==> src/rtl/idx_checkpoint_scanner_top_macros.svh <==
// Assertion macros shared by the scanner modules.
// Each expects signals named clk and rst_n in the module that uses it.
`ifndef IDX_CHECKPOINT_SCANNER_TOP_MACROS_SVH
`define IDX_CHECKPOINT_SCANNER_TOP_MACROS_SVH

// The consequent must hold in the same cycle as the antecedent.
`define ICS_ASSERT_SAME(label, ante, cons) \
    label: assert property (@(posedge clk) disable iff (!rst_n) (ante) |-> (cons)) \
        else $error("scanner assertion failed");

// The consequent must hold in the cycle after the antecedent.
`define ICS_ASSERT_NEXT(label, ante, cons) \
    label: assert property (@(posedge clk) disable iff (!rst_n) (ante) |=> (cons)) \
        else $error("scanner assertion failed");

`endif

==> src/rtl/ics_pkg.sv <==
package ics_pkg;

    // Length of the trailer that follows the terminating zero of each word.
    localparam logic [3:0] TRAILER_BYTES = 4'd8;

    localparam logic [31:0] CHUNK_SIZE_RESET = 32'd4096;

    localparam int unsigned PADDR_W = 3;

    typedef enum logic
    {
        REG_CHUNK_SIZE = 1'b0
    } reg_idx_t;

    typedef struct packed
    {
        logic [7:0] data_byte;
        logic       start_of_file;
    } in_item_t;

    typedef struct packed
    {
        logic [31:0] byte_offset;
        logic [31:0] entry_ordinal;
    } out_item_t;

endpackage

==> src/rtl/ics_obuf.sv <==
`include "idx_checkpoint_scanner_top_macros.svh"

// Two-entry result buffer: the scanner keeps running while one result waits.
module ics_obuf
    import ics_pkg::*;
(
    input  logic      clk,
    input  logic      rst_n,
    input  logic      push,
    input  out_item_t push_item,
    output logic      room,
    output logic      out_valid,
    input  logic      out_ready,
    output out_item_t out_item
);

    out_item_t  entry_reg [2];
    logic       wr_ptr_reg;
    logic       wr_ptr_next;
    logic       rd_ptr_reg;
    logic       rd_ptr_next;
    logic [1:0] count_reg;
    logic [1:0] count_next;
    logic       pop;

    assign out_valid = (count_reg != 2'd0);
    assign out_item  = entry_reg[rd_ptr_reg];
    assign pop       = out_valid && out_ready;
    // A full buffer still takes a result in the cycle its head leaves.
    assign room      = (count_reg != 2'd2) || out_ready;

    always_comb
    begin
        wr_ptr_next = push ? ~wr_ptr_reg : wr_ptr_reg;
        rd_ptr_next = pop ? ~rd_ptr_reg : rd_ptr_reg;
        count_next  = count_reg + {1'b0, push} - {1'b0, pop};
    end

    always_ff @(posedge clk or negedge rst_n)
    begin
        if (!rst_n)
        begin
            wr_ptr_reg <= 1'b0;
            rd_ptr_reg <= 1'b0;
            count_reg  <= 2'd0;
        end
        else
        begin
            wr_ptr_reg <= wr_ptr_next;
            rd_ptr_reg <= rd_ptr_next;
            count_reg  <= count_next;
        end
    end

    always_ff @(posedge clk)
    begin
        if (push)
        begin
            entry_reg[wr_ptr_reg] <= push_item;
        end
    end

    `ICS_ASSERT_SAME(a_count_bound, 1'b1, count_reg <= 2'd2)
    `ICS_ASSERT_SAME(a_no_overflow, push, (count_reg != 2'd2) || pop)
    `ICS_ASSERT_NEXT(a_ptr_gap, 1'b1,
        (wr_ptr_reg ^ rd_ptr_reg) == count_reg[0])

endmodule

==> src/rtl/idx_checkpoint_scanner_top.sv <==
// Checkpoint scanner for a dictionary index byte stream.
// The in channel takes one byte of the file per item; start_of_file marks the
// first byte of a new file, which restarts the scan and yields the item (0, 0).
// Each entry is a zero-terminated word and a fixed trailer; when an entry ends
// at or past the next checkpoint, the out channel gives the offset where the
// following entry starts and the number of entries completed so far.
// Users write chunk_size at APB address 0 only while idle; nothing enforces it.
// Throughput: one byte per cycle while the result buffer has room, set by the
// single scan stage, which updates the position, entry count and next
// checkpoint in the cycle the byte leaves the input register. A result is
// registered in the result buffer, from which the out channel offers it.
// A two-entry result buffer lets scanning carry on while the receiver stalls;
// once it is full and a byte waits in the input register, in_ready stays low
// until the receiver takes a result.
// Reset clears the scan state as if at a file start without emitting (0, 0),
// and sets chunk_size to 4096.
`include "idx_checkpoint_scanner_top_macros.svh"

module idx_checkpoint_scanner_top
    import ics_pkg::*;
(
    input  logic               clk,
    input  logic               rst_n,
    input  logic               in_valid,
    output logic               in_ready,
    input  in_item_t           in_item,
    output logic               out_valid,
    input  logic               out_ready,
    output out_item_t          out_item,
    input  logic               psel,
    input  logic               penable,
    input  logic               pwrite,
    input  logic [PADDR_W-1:0] paddr,
    input  logic [31:0]        pwdata,
    output logic [31:0]        prdata,
    output logic               pready
);

    logic [31:0] chunk_size_val_reg;
    reg_idx_t    reg_idx;

    logic        s1_valid_reg;
    in_item_t    s1_item_reg;

    logic        in_word_reg;
    logic        in_word_next;
    logic [3:0]  trailer_left_reg;
    logic [3:0]  trailer_left_next;
    logic [31:0] file_position_reg;
    logic [31:0] file_position_next;
    logic [31:0] entries_done_reg;
    logic [31:0] entries_done_next;
    logic [31:0] next_mark_reg;
    logic [31:0] next_mark_next;

    logic        iw_cur;
    logic [3:0]  tl_cur;
    logic [31:0] pos_cur;
    logic [31:0] ent_cur;
    logic [31:0] mark_cur;
    logic [3:0]  tl_dec;
    logic [31:0] start_pos;
    logic [31:0] ent_inc;

    logic        buf_room;
    logic        fire;
    logic        emit;
    out_item_t   result;

    // Configuration port.
    assign pready  = 1'b1;
    assign reg_idx = reg_idx_t'(paddr[2]);

    always_comb
    begin
        case (reg_idx)
            REG_CHUNK_SIZE: prdata = chunk_size_val_reg;
            default:        prdata = 32'd0;
        endcase
    end

    always_ff @(posedge clk or negedge rst_n)
    begin
        if (!rst_n)
        begin
            chunk_size_val_reg <= CHUNK_SIZE_RESET;
        end
        else if (psel && penable && pwrite && pready && (reg_idx == REG_CHUNK_SIZE))
        begin
            chunk_size_val_reg <= pwdata;
        end
    end

    // Input register.
    assign fire     = s1_valid_reg && buf_room;
    assign in_ready = !s1_valid_reg || buf_room;

    always_ff @(posedge clk or negedge rst_n)
    begin
        if (!rst_n)
        begin
            s1_valid_reg <= 1'b0;
        end
        else if (in_ready)
        begin
            s1_valid_reg <= in_valid;
        end
    end

    always_ff @(posedge clk)
    begin
        if (in_valid && in_ready)
        begin
            s1_item_reg <= in_item;
        end
    end

    // Scan stage. A file start first restores the reset state, with the next
    // checkpoint at chunk_size, then the byte is scanned as usual.
    always_comb
    begin
        iw_cur    = s1_item_reg.start_of_file ? 1'b1 : in_word_reg;
        tl_cur    = s1_item_reg.start_of_file ? 4'd0 : trailer_left_reg;
        pos_cur   = s1_item_reg.start_of_file ? 32'd0 : file_position_reg;
        ent_cur   = s1_item_reg.start_of_file ? 32'd0 : entries_done_reg;
        mark_cur  = s1_item_reg.start_of_file ? chunk_size_val_reg : next_mark_reg;
        tl_dec    = tl_cur - 4'd1;
        start_pos = pos_cur + 32'd1;
        ent_inc   = ent_cur + 32'd1;

        in_word_next       = iw_cur;
        trailer_left_next  = tl_cur;
        entries_done_next  = ent_cur;
        next_mark_next     = mark_cur;
        file_position_next = start_pos;
        emit               = s1_item_reg.start_of_file;
        result             = '0;

        if (iw_cur)
        begin
            if (s1_item_reg.data_byte == 8'h00)
            begin
                in_word_next      = 1'b0;
                trailer_left_next = TRAILER_BYTES;
            end
        end
        else
        begin
            trailer_left_next = tl_dec;
            if (tl_dec == 4'd0)
            begin
                entries_done_next = ent_inc;
                in_word_next      = 1'b1;
                if ((start_pos >= mark_cur) && !s1_item_reg.start_of_file)
                begin
                    emit                 = 1'b1;
                    result.byte_offset   = start_pos;
                    result.entry_ordinal = ent_inc;
                    next_mark_next       = start_pos + chunk_size_val_reg;
                end
            end
        end
    end

    always_ff @(posedge clk or negedge rst_n)
    begin
        if (!rst_n)
        begin
            in_word_reg       <= 1'b1;
            trailer_left_reg  <= 4'd0;
            file_position_reg <= 32'd0;
            entries_done_reg  <= 32'd0;
            next_mark_reg     <= CHUNK_SIZE_RESET;
        end
        else if (fire)
        begin
            in_word_reg       <= in_word_next;
            trailer_left_reg  <= trailer_left_next;
            file_position_reg <= file_position_next;
            entries_done_reg  <= entries_done_next;
            next_mark_reg     <= next_mark_next;
        end
    end

    ics_obuf u_obuf
    (
        .clk       (clk),
        .rst_n     (rst_n),
        .push      (fire && emit),
        .push_item (result),
        .room      (buf_room),
        .out_valid (out_valid),
        .out_ready (out_ready),
        .out_item  (out_item)
    );

    `ICS_ASSERT_SAME(a_word_no_trailer, in_word_reg, trailer_left_reg == 4'd0)
    `ICS_ASSERT_NEXT(a_sof_emits, fire && s1_item_reg.start_of_file, out_valid)
    `ICS_ASSERT_NEXT(a_pos_step, fire && !s1_item_reg.start_of_file,
        file_position_reg == ($past(file_position_reg) + 32'd1))

endmodule

==> config.mk <==
export PLATFORM = sky130hd
export DESIGN_NAME = idx_checkpoint_scanner_top
export DESIGN_NICKNAME = d
export VERILOG_FILES = /design/src/rtl/ics_pkg.sv /design/src/rtl/ics_obuf.sv /design/src/rtl/idx_checkpoint_scanner_top.sv
export VERILOG_INCLUDE_DIRS = /design/src /design/src/rtl
export SDC_FILE = /design/constraint.sdc
export NUM_CORES = 1
export LEC_CHECK = 0
export BUFFER_PORTS_ARGS = -buffer_cell sky130_fd_sc_hd__buf_2
export CORE_ASPECT_RATIO = 0.5
export CORE_MARGIN = 3
export CORE_UTILIZATION = 60
export CTS_CLUSTER_DIAMETER = 120
export CTS_CLUSTER_SIZE = 12
export DETAILED_ROUTE_END_ITERATION = 12
export PLACE_DENSITY = 0.81
export REMOVE_ABC_BUFFERS = 1
export SETUP_SLACK_MARGIN = 0.3
export SLEW_MARGIN = 20
export SYNTH_ARGS = -nofsm -noshare
export SYNTH_HDL_FRONTEND = slang
export SYNTH_SLANG_ARGS = --single-unit
==> constraint.sdc <==
create_clock -name clk -period 10.8 [get_ports clk]
set_input_delay 1.62 -clock clk [delete_from_list [all_inputs] [get_ports clk]]
set_output_delay 1.62 -clock clk [all_outputs]
set_load 0.005 [all_outputs]
# Word level (Yosys, flattened, before mapping)
# Memories as Yosys holds them, arrays and structs flattened.
# Cells that the tools add are included.
# op_classes
magnitude_cmp	1
muxes	24
n_div	0
n_addsub	6
n_mul	0
reduce_logical	15
shift	0
n_bitwise	3
eq_ne	1
# ops
operator	n
$mux W32	9
$mux W64	3
$add A32 B1 Y32 const B	2
$add A32 B32 Y32	1
$ge A32 B32 Y1	1
$mux W4	3
$mux W1	9
$logic_and A1 B1 Y1	8
$logic_not A8 Y1	1
$logic_not A4 Y1	1
$sub A4 B1 Y4 const B	1
$not A1 Y1	3
$add A2 B1 Y2	1
$logic_not A1 Y1	2
$logic_or A1 B1 Y1	2
$ne A2 B2 Y1 const B	1
$reduce_bool A2 Y1	1
$sub A2 B1 Y2	1
# word_totals
elab_cells	63
memories	1
romBits	0
input_bits	51
latchBits	0
register_bits	147
ram_bits	128
output_inout_bits	99
# mem_list
name	words	word_bits	rd	rd_clocked_by_memory_dff	wr	line_no	source
u_obuf.entry_reg	2	64	1	0	1	ics_obuf.sv:17	out_item_t entry_reg [2];

# Depth between registers and ports, before layout
# depth
ltp_word	10
mapped_depth	27
mapped_depth_nobuf	21

# Hierarchy
# A second synthesis with hierarchy kept.
# unflattened
cells_unflattened	1500
area_unflattened_um2	15706.3
# by_module_without_submodules
module	n_inst	cells_each	seq_area_each_um2	area_each_um2
idx_checkpoint_scanner_top	1	1283	3627.2	10680.2
ics_obuf	1	217	3943.8	5026.1

# Worst setup path before layout
# No wires, ideal clock.
# synth_path
path_kind	flip-flop to flip-flop
from	register s1_item_reg[0] in the netlist's numbering
to	memory u_obuf.entry_reg[0][0] in the netlist's numbering (enable)
period_less_slack_ps	7886
path_buffers	6
arrival_time_ps	7400
setup_ps	487
required_time_ps	10313
path_stages_with_launch	23
slack_ps	2914
cell_sequence	edfxtp_1 clkbuf_1 buf_2 clkbuf_1 clkbuf_1 clkbuf_1 nor2b_1 ha_1 and3_1 nand3_1 nor2_1 and3_1 or4b_2 xnor2_1 inv_1 ha_1 nand4_1 a211oi_1 a2111oi_0 nor3b_2 buf_2 o21ai_1 nor2_1
# synth_between
elab_chain_cells	10
# synth_rtl
element	line_no	source
from (decl)	idx_checkpoint_scanner_top.sv:43	in_item_t s1_item_reg;
from (signal assigned)	idx_checkpoint_scanner_top.sv:114	s1_item_reg <= in_item;
$mux W32	idx_checkpoint_scanner_top.sv:124	pos_cur = s1_item_reg.start_of_file ? 32'd0 : file_position_reg;
$add A32 B1 Y32	idx_checkpoint_scanner_top.sv:128	start_pos = pos_cur + 32'd1;
named net file_position_next[16]	idx_checkpoint_scanner_top.sv:50	logic [31:0] file_position_next;
$ge A32 B32 Y1	idx_checkpoint_scanner_top.sv:154	if ((start_pos >= mark_cur) && !s1_item_reg.start_of_file)
$logic_and A1 B1 Y1	idx_checkpoint_scanner_top.sv:154	
$mux W1	idx_checkpoint_scanner_top.sv:154	
$mux W1	idx_checkpoint_scanner_top.sv:150	if (tl_dec == 4'd0)
$mux W1	idx_checkpoint_scanner_top.sv:139	if (iw_cur)
$logic_and A1 B1 Y1	idx_checkpoint_scanner_top.sv:189	.push (fire && emit),
$mux W1	ics_obuf.sv:57	if (push)
$mux W1 (implied by the code)	ics_obuf.sv:59	entry_reg[wr_ptr_reg] <= push_item;
to (decl)	ics_obuf.sv:17	
# The timed path passes the listed nets, and every way through them passes these cells.

# Final worst setup path
# layout_path
from	register s1_item_reg[0] in the netlist's numbering
to	memory u_obuf.entry_reg[0][4] in the netlist's numbering (enable)
# The elaborated chain is that of the path after synthesis.

==> impl_metrics.csv <==
group,metric,value,unit
outcome,status,"finished, final reports clean",
setup_path,worstSetupPathType,"reg2reg",
cells_and_area,insertedDiodeCount,0,
synthesis,synth-seq-cells,275,
timing,tightestPinTransition,0.980,ns
setup_path,cp_max_fo,36,
timing,hold_slack,0.484,ns
timing,fin_worst_skew,0.0117,ns
clock_tree,cts_tree,"done",
synthesis,synthMuxAreaShare,0.111,
timing,setup_tns,0,ns
clock_tree,postCtsSetupBuffers,0,
placed_design,hpwl,25200,um
synthesis,synth_top_area_share,0.260,
setup_path,slowest_delay,0.86,ns
floorplan,die_h,121,um
drt,initialDrtViolationCount,1227,
job,cap_violations,0,
clock_tree,cts_made_buffers,26,
cells_and_area,final_util,0.687,
timing,hold_viol_final,0,
drt,final_antenna_net_count,0,
timing,fin_crit_sh,0.654,
grt,grt_pass1_vias,11652,
drt,vias,11961,
cells_and_area,syn2layout_area_growth,11.2,%
drt,routedWlPerCell,19.0,um
synthesis,synth-xor-area-share,0.0464,
clock_tree,ctsResizeCount,0,
floorplan,start_util,0.618,
floorplan,io_pins,150,
clock_tree,h-tree-depth,1,
timing,fmax,0.142,GHz
clock_tree,ctsLongestPathBuffers,3,
drt,drc_errors,0,
cells_and_area,largest_register_ffs,128,
synthesis,netlist.top_cell.by_area,"edfxtp_1",
power_and_ir_drop,peakVddDrop,0.000113,V
synthesis,synth_seq_area_share,0.479,
placed_design,gp_congestion,0.936,
clock_tree,cts_root_buf,"clkbuf_16",
grt,grt_pass1_wl,60300,um
synthesis,syn-cell-area,15800,sq um
floorplan,die_w,235,um
floorplan,row_count,41,
grt,track_usage,0.259,
setup_path,crit_path_start_kind,"register",
cells_and_area,fin_nets,1726,
setup_path,endpoint_kind,"register",
timing,setup_viol,0,
drt,via_per_inst,6.07,
setup_path,crit_slowest_cell,"nor2_4",
power_and_ir_drop,power_leakage,7.59,nW
power_and_ir_drop,powerDensity,179,nW/um^2
timing,slew_headroom,0.345,
timing,rsz0062_at_grt,"no",
grt,grt.overflow.total,0,
synthesis,synth_top_family_by_area,"simple AND/OR/NAND/NOR gates",
clock_tree,clock_latency,0.56,ns
placed_design,io_buffer_count,146,
synthesis,synthSimpleGateAreaFrac,0.167,
synthesis,synth_common_cells,"137 x edfxtp_1, 137 x nand2_1, 135 x dfrtp_1, 121 x nor2_1, 113 x mux2_2",
setup_path,crit_arrival,7.26,ns
drt,routed_wl,37300,um
min_path,min_path_type,"reg2reg",
synthesis,synth_cell_types,81,
floorplan,die_area,28400,sq um
synthesis,yosysWarningCount,0,
clock_tree,hold_buffers,0,
synthesis,synth.area.top_cells,"edfxtp_1 26%, dfrtp_1 21%, mux2_2 8.1%",
cells_and_area,drive_above_1_share,0.205,
drt,dr.pass1.iters,8,
synthesis,synthAdderAreaFrac,0.0550,
floorplan,core,25500,sq um
clock_tree,path_clk_slew,0.06,ns
grt,grt_max_degree,97,
synthesis,async_flop_share,0.502,
synthesis,synth_ff_type,"edfxtp_1",
synthesis,synth_edf_count,137,
grt,antenna_found_initial,0,
cells_and_area,nFillCells,1888,
synthesis,synthCells,1504,
timing,report.final.slew_viol_count,0,
setup_path,worstPathCellList,"buf_8 > buf_4 > nor2b_1 > ha_1 > and3_1 > nand3_1 > nor2_1 > and3_1 > or4b_2 > xnor2_1 > inv_1 > ha_1 > nand4_1 > a211oi_1 > a2111oi_0 > nor3b_4 > o21ai_1 > nor2_4 > buf_4",
setup_path,cp.required,11.00,ns
synthesis,synth_compound_area_frac,0.112,
timing,final.min_clock_period,7.06,ns
synthesis,post_synth.cell_area_avg,10.5,sq um
clock_tree,cts_sinks,275,
[placed cells by master, fill, tap and decap left out, types with 12 or more instances in the layout]
cell and n:
a311oi_1 12, and3_1 12, mux2_2 113, ha_1 67, clkbuf_16 26, nor2_1 119, nor3_1 51, a21oi_1 79
xnor2_1 47, nand2_1 137, dfrtp_1 134, clkbuf_1 20, nand3_1 34, xor2_1 31, inv_1 31, edfxtp_1 137
nand2b_1 13, buf_4 13, a21o_1 28, buf_2 145, nor2b_1 50, o21ai_0 90, nand4_1 24, mux2i_1 48
[critical path, delay by kind of cell, from the launching register on]
kind                     cells  cell delay, ns
AND/OR/NAND/NOR              9            3.10
buffers and inverters        4            1.27
XOR/XNOR                     1            0.30
adder cells (fa/ha/maj)      2            0.53
AO/OA/AOI/OAI                3            0.84
flip-flops                   1            0.61
[layer usage]
layer	vias up	share of wire	GRT usage
met5	-	0	0
met4	0	0.017	0.0558
met3	56	0.058	0.0419
met2	351	0.48	0.427
met1	5893	0.45	0.367
li1	5661	-	-
[cell families (layout without fill, tap and decap cells)]
group | Yosys count | after routing
AND/OR/NAND/NOR | 516 | 516
AO/OA/AOI/OAI | 284 | 284
flip-flops | 275 | 275
multiplexers | 161 | 161
buffers and inverters | 118 | 240
XOR/XNOR | 80 | 80
adder cells (fa/ha/maj) | 69 | 69
other | 1 | 1
[worst paths after layout]
check,cells after the start,slack (ns),start,end
worst max-delay path,19,3.74,s1_item_reg[0],u_obuf.entry_reg[0][4]
worst min-delay path,2,0.48,next_mark_reg[4],next_mark_reg[4]
worst max register to register,19,3.74,s1_item_reg[0],u_obuf.entry_reg[0][4]
worst min register to register,2,0.48,next_mark_reg[4],next_mark_reg[4]
max in group asynchronous,3,8.59,rst_n,chunk_size_val_reg[12]
min in group asynchronous,1,1.05,rst_n,entries_done_reg[7]
[through the flow]
stage | area [sq um] | power [mW] | std cells | worst slack, ns
after floorplan | 15500 | 2.02 | 1418 | -0.323
final | 17600 | 3.15 | 1970 | 3.74
after CTS | 17500 | 3.16 | 1968 | 3.54
after detailed placement | 16800 | 2.32 | 1921 | 3.58
after global routing | 17600 | 3.33 | 1970 | 3.26
after global placement | 16800 | 2.27 | 1921 | 3.73
[power breakdown]
group | switching, mW | total [mW] | leakage (nW) | internal (mW)
clock | 0.390 | 0.842 | 0.351 | 0.452
sequential | 0.121 | 1.40 | 3.18 | 1.28
combinational | 0.496 | 0.906 | 4.05 | 0.410
[area by class of cell]
| type | instances | area [sq um] | share of cell area |
|---|---|---|---|
| well taps | 344 | 430 | 0.0245 |
| clock inverters | 1 | 16.3 | 0.000926 |
| flip-flops and latches | 275 | 7570 | 0.431 |
| multi-input cells | 1111 | 7810 | 0.445 |
| inverters | 32 | 125 | 0.00713 |
| clock buffers | 46 | 726 | 0.0413 |
| repair buffers | 161 | 877 | 0.0500 |
Power figures use the tool's default switching activity.
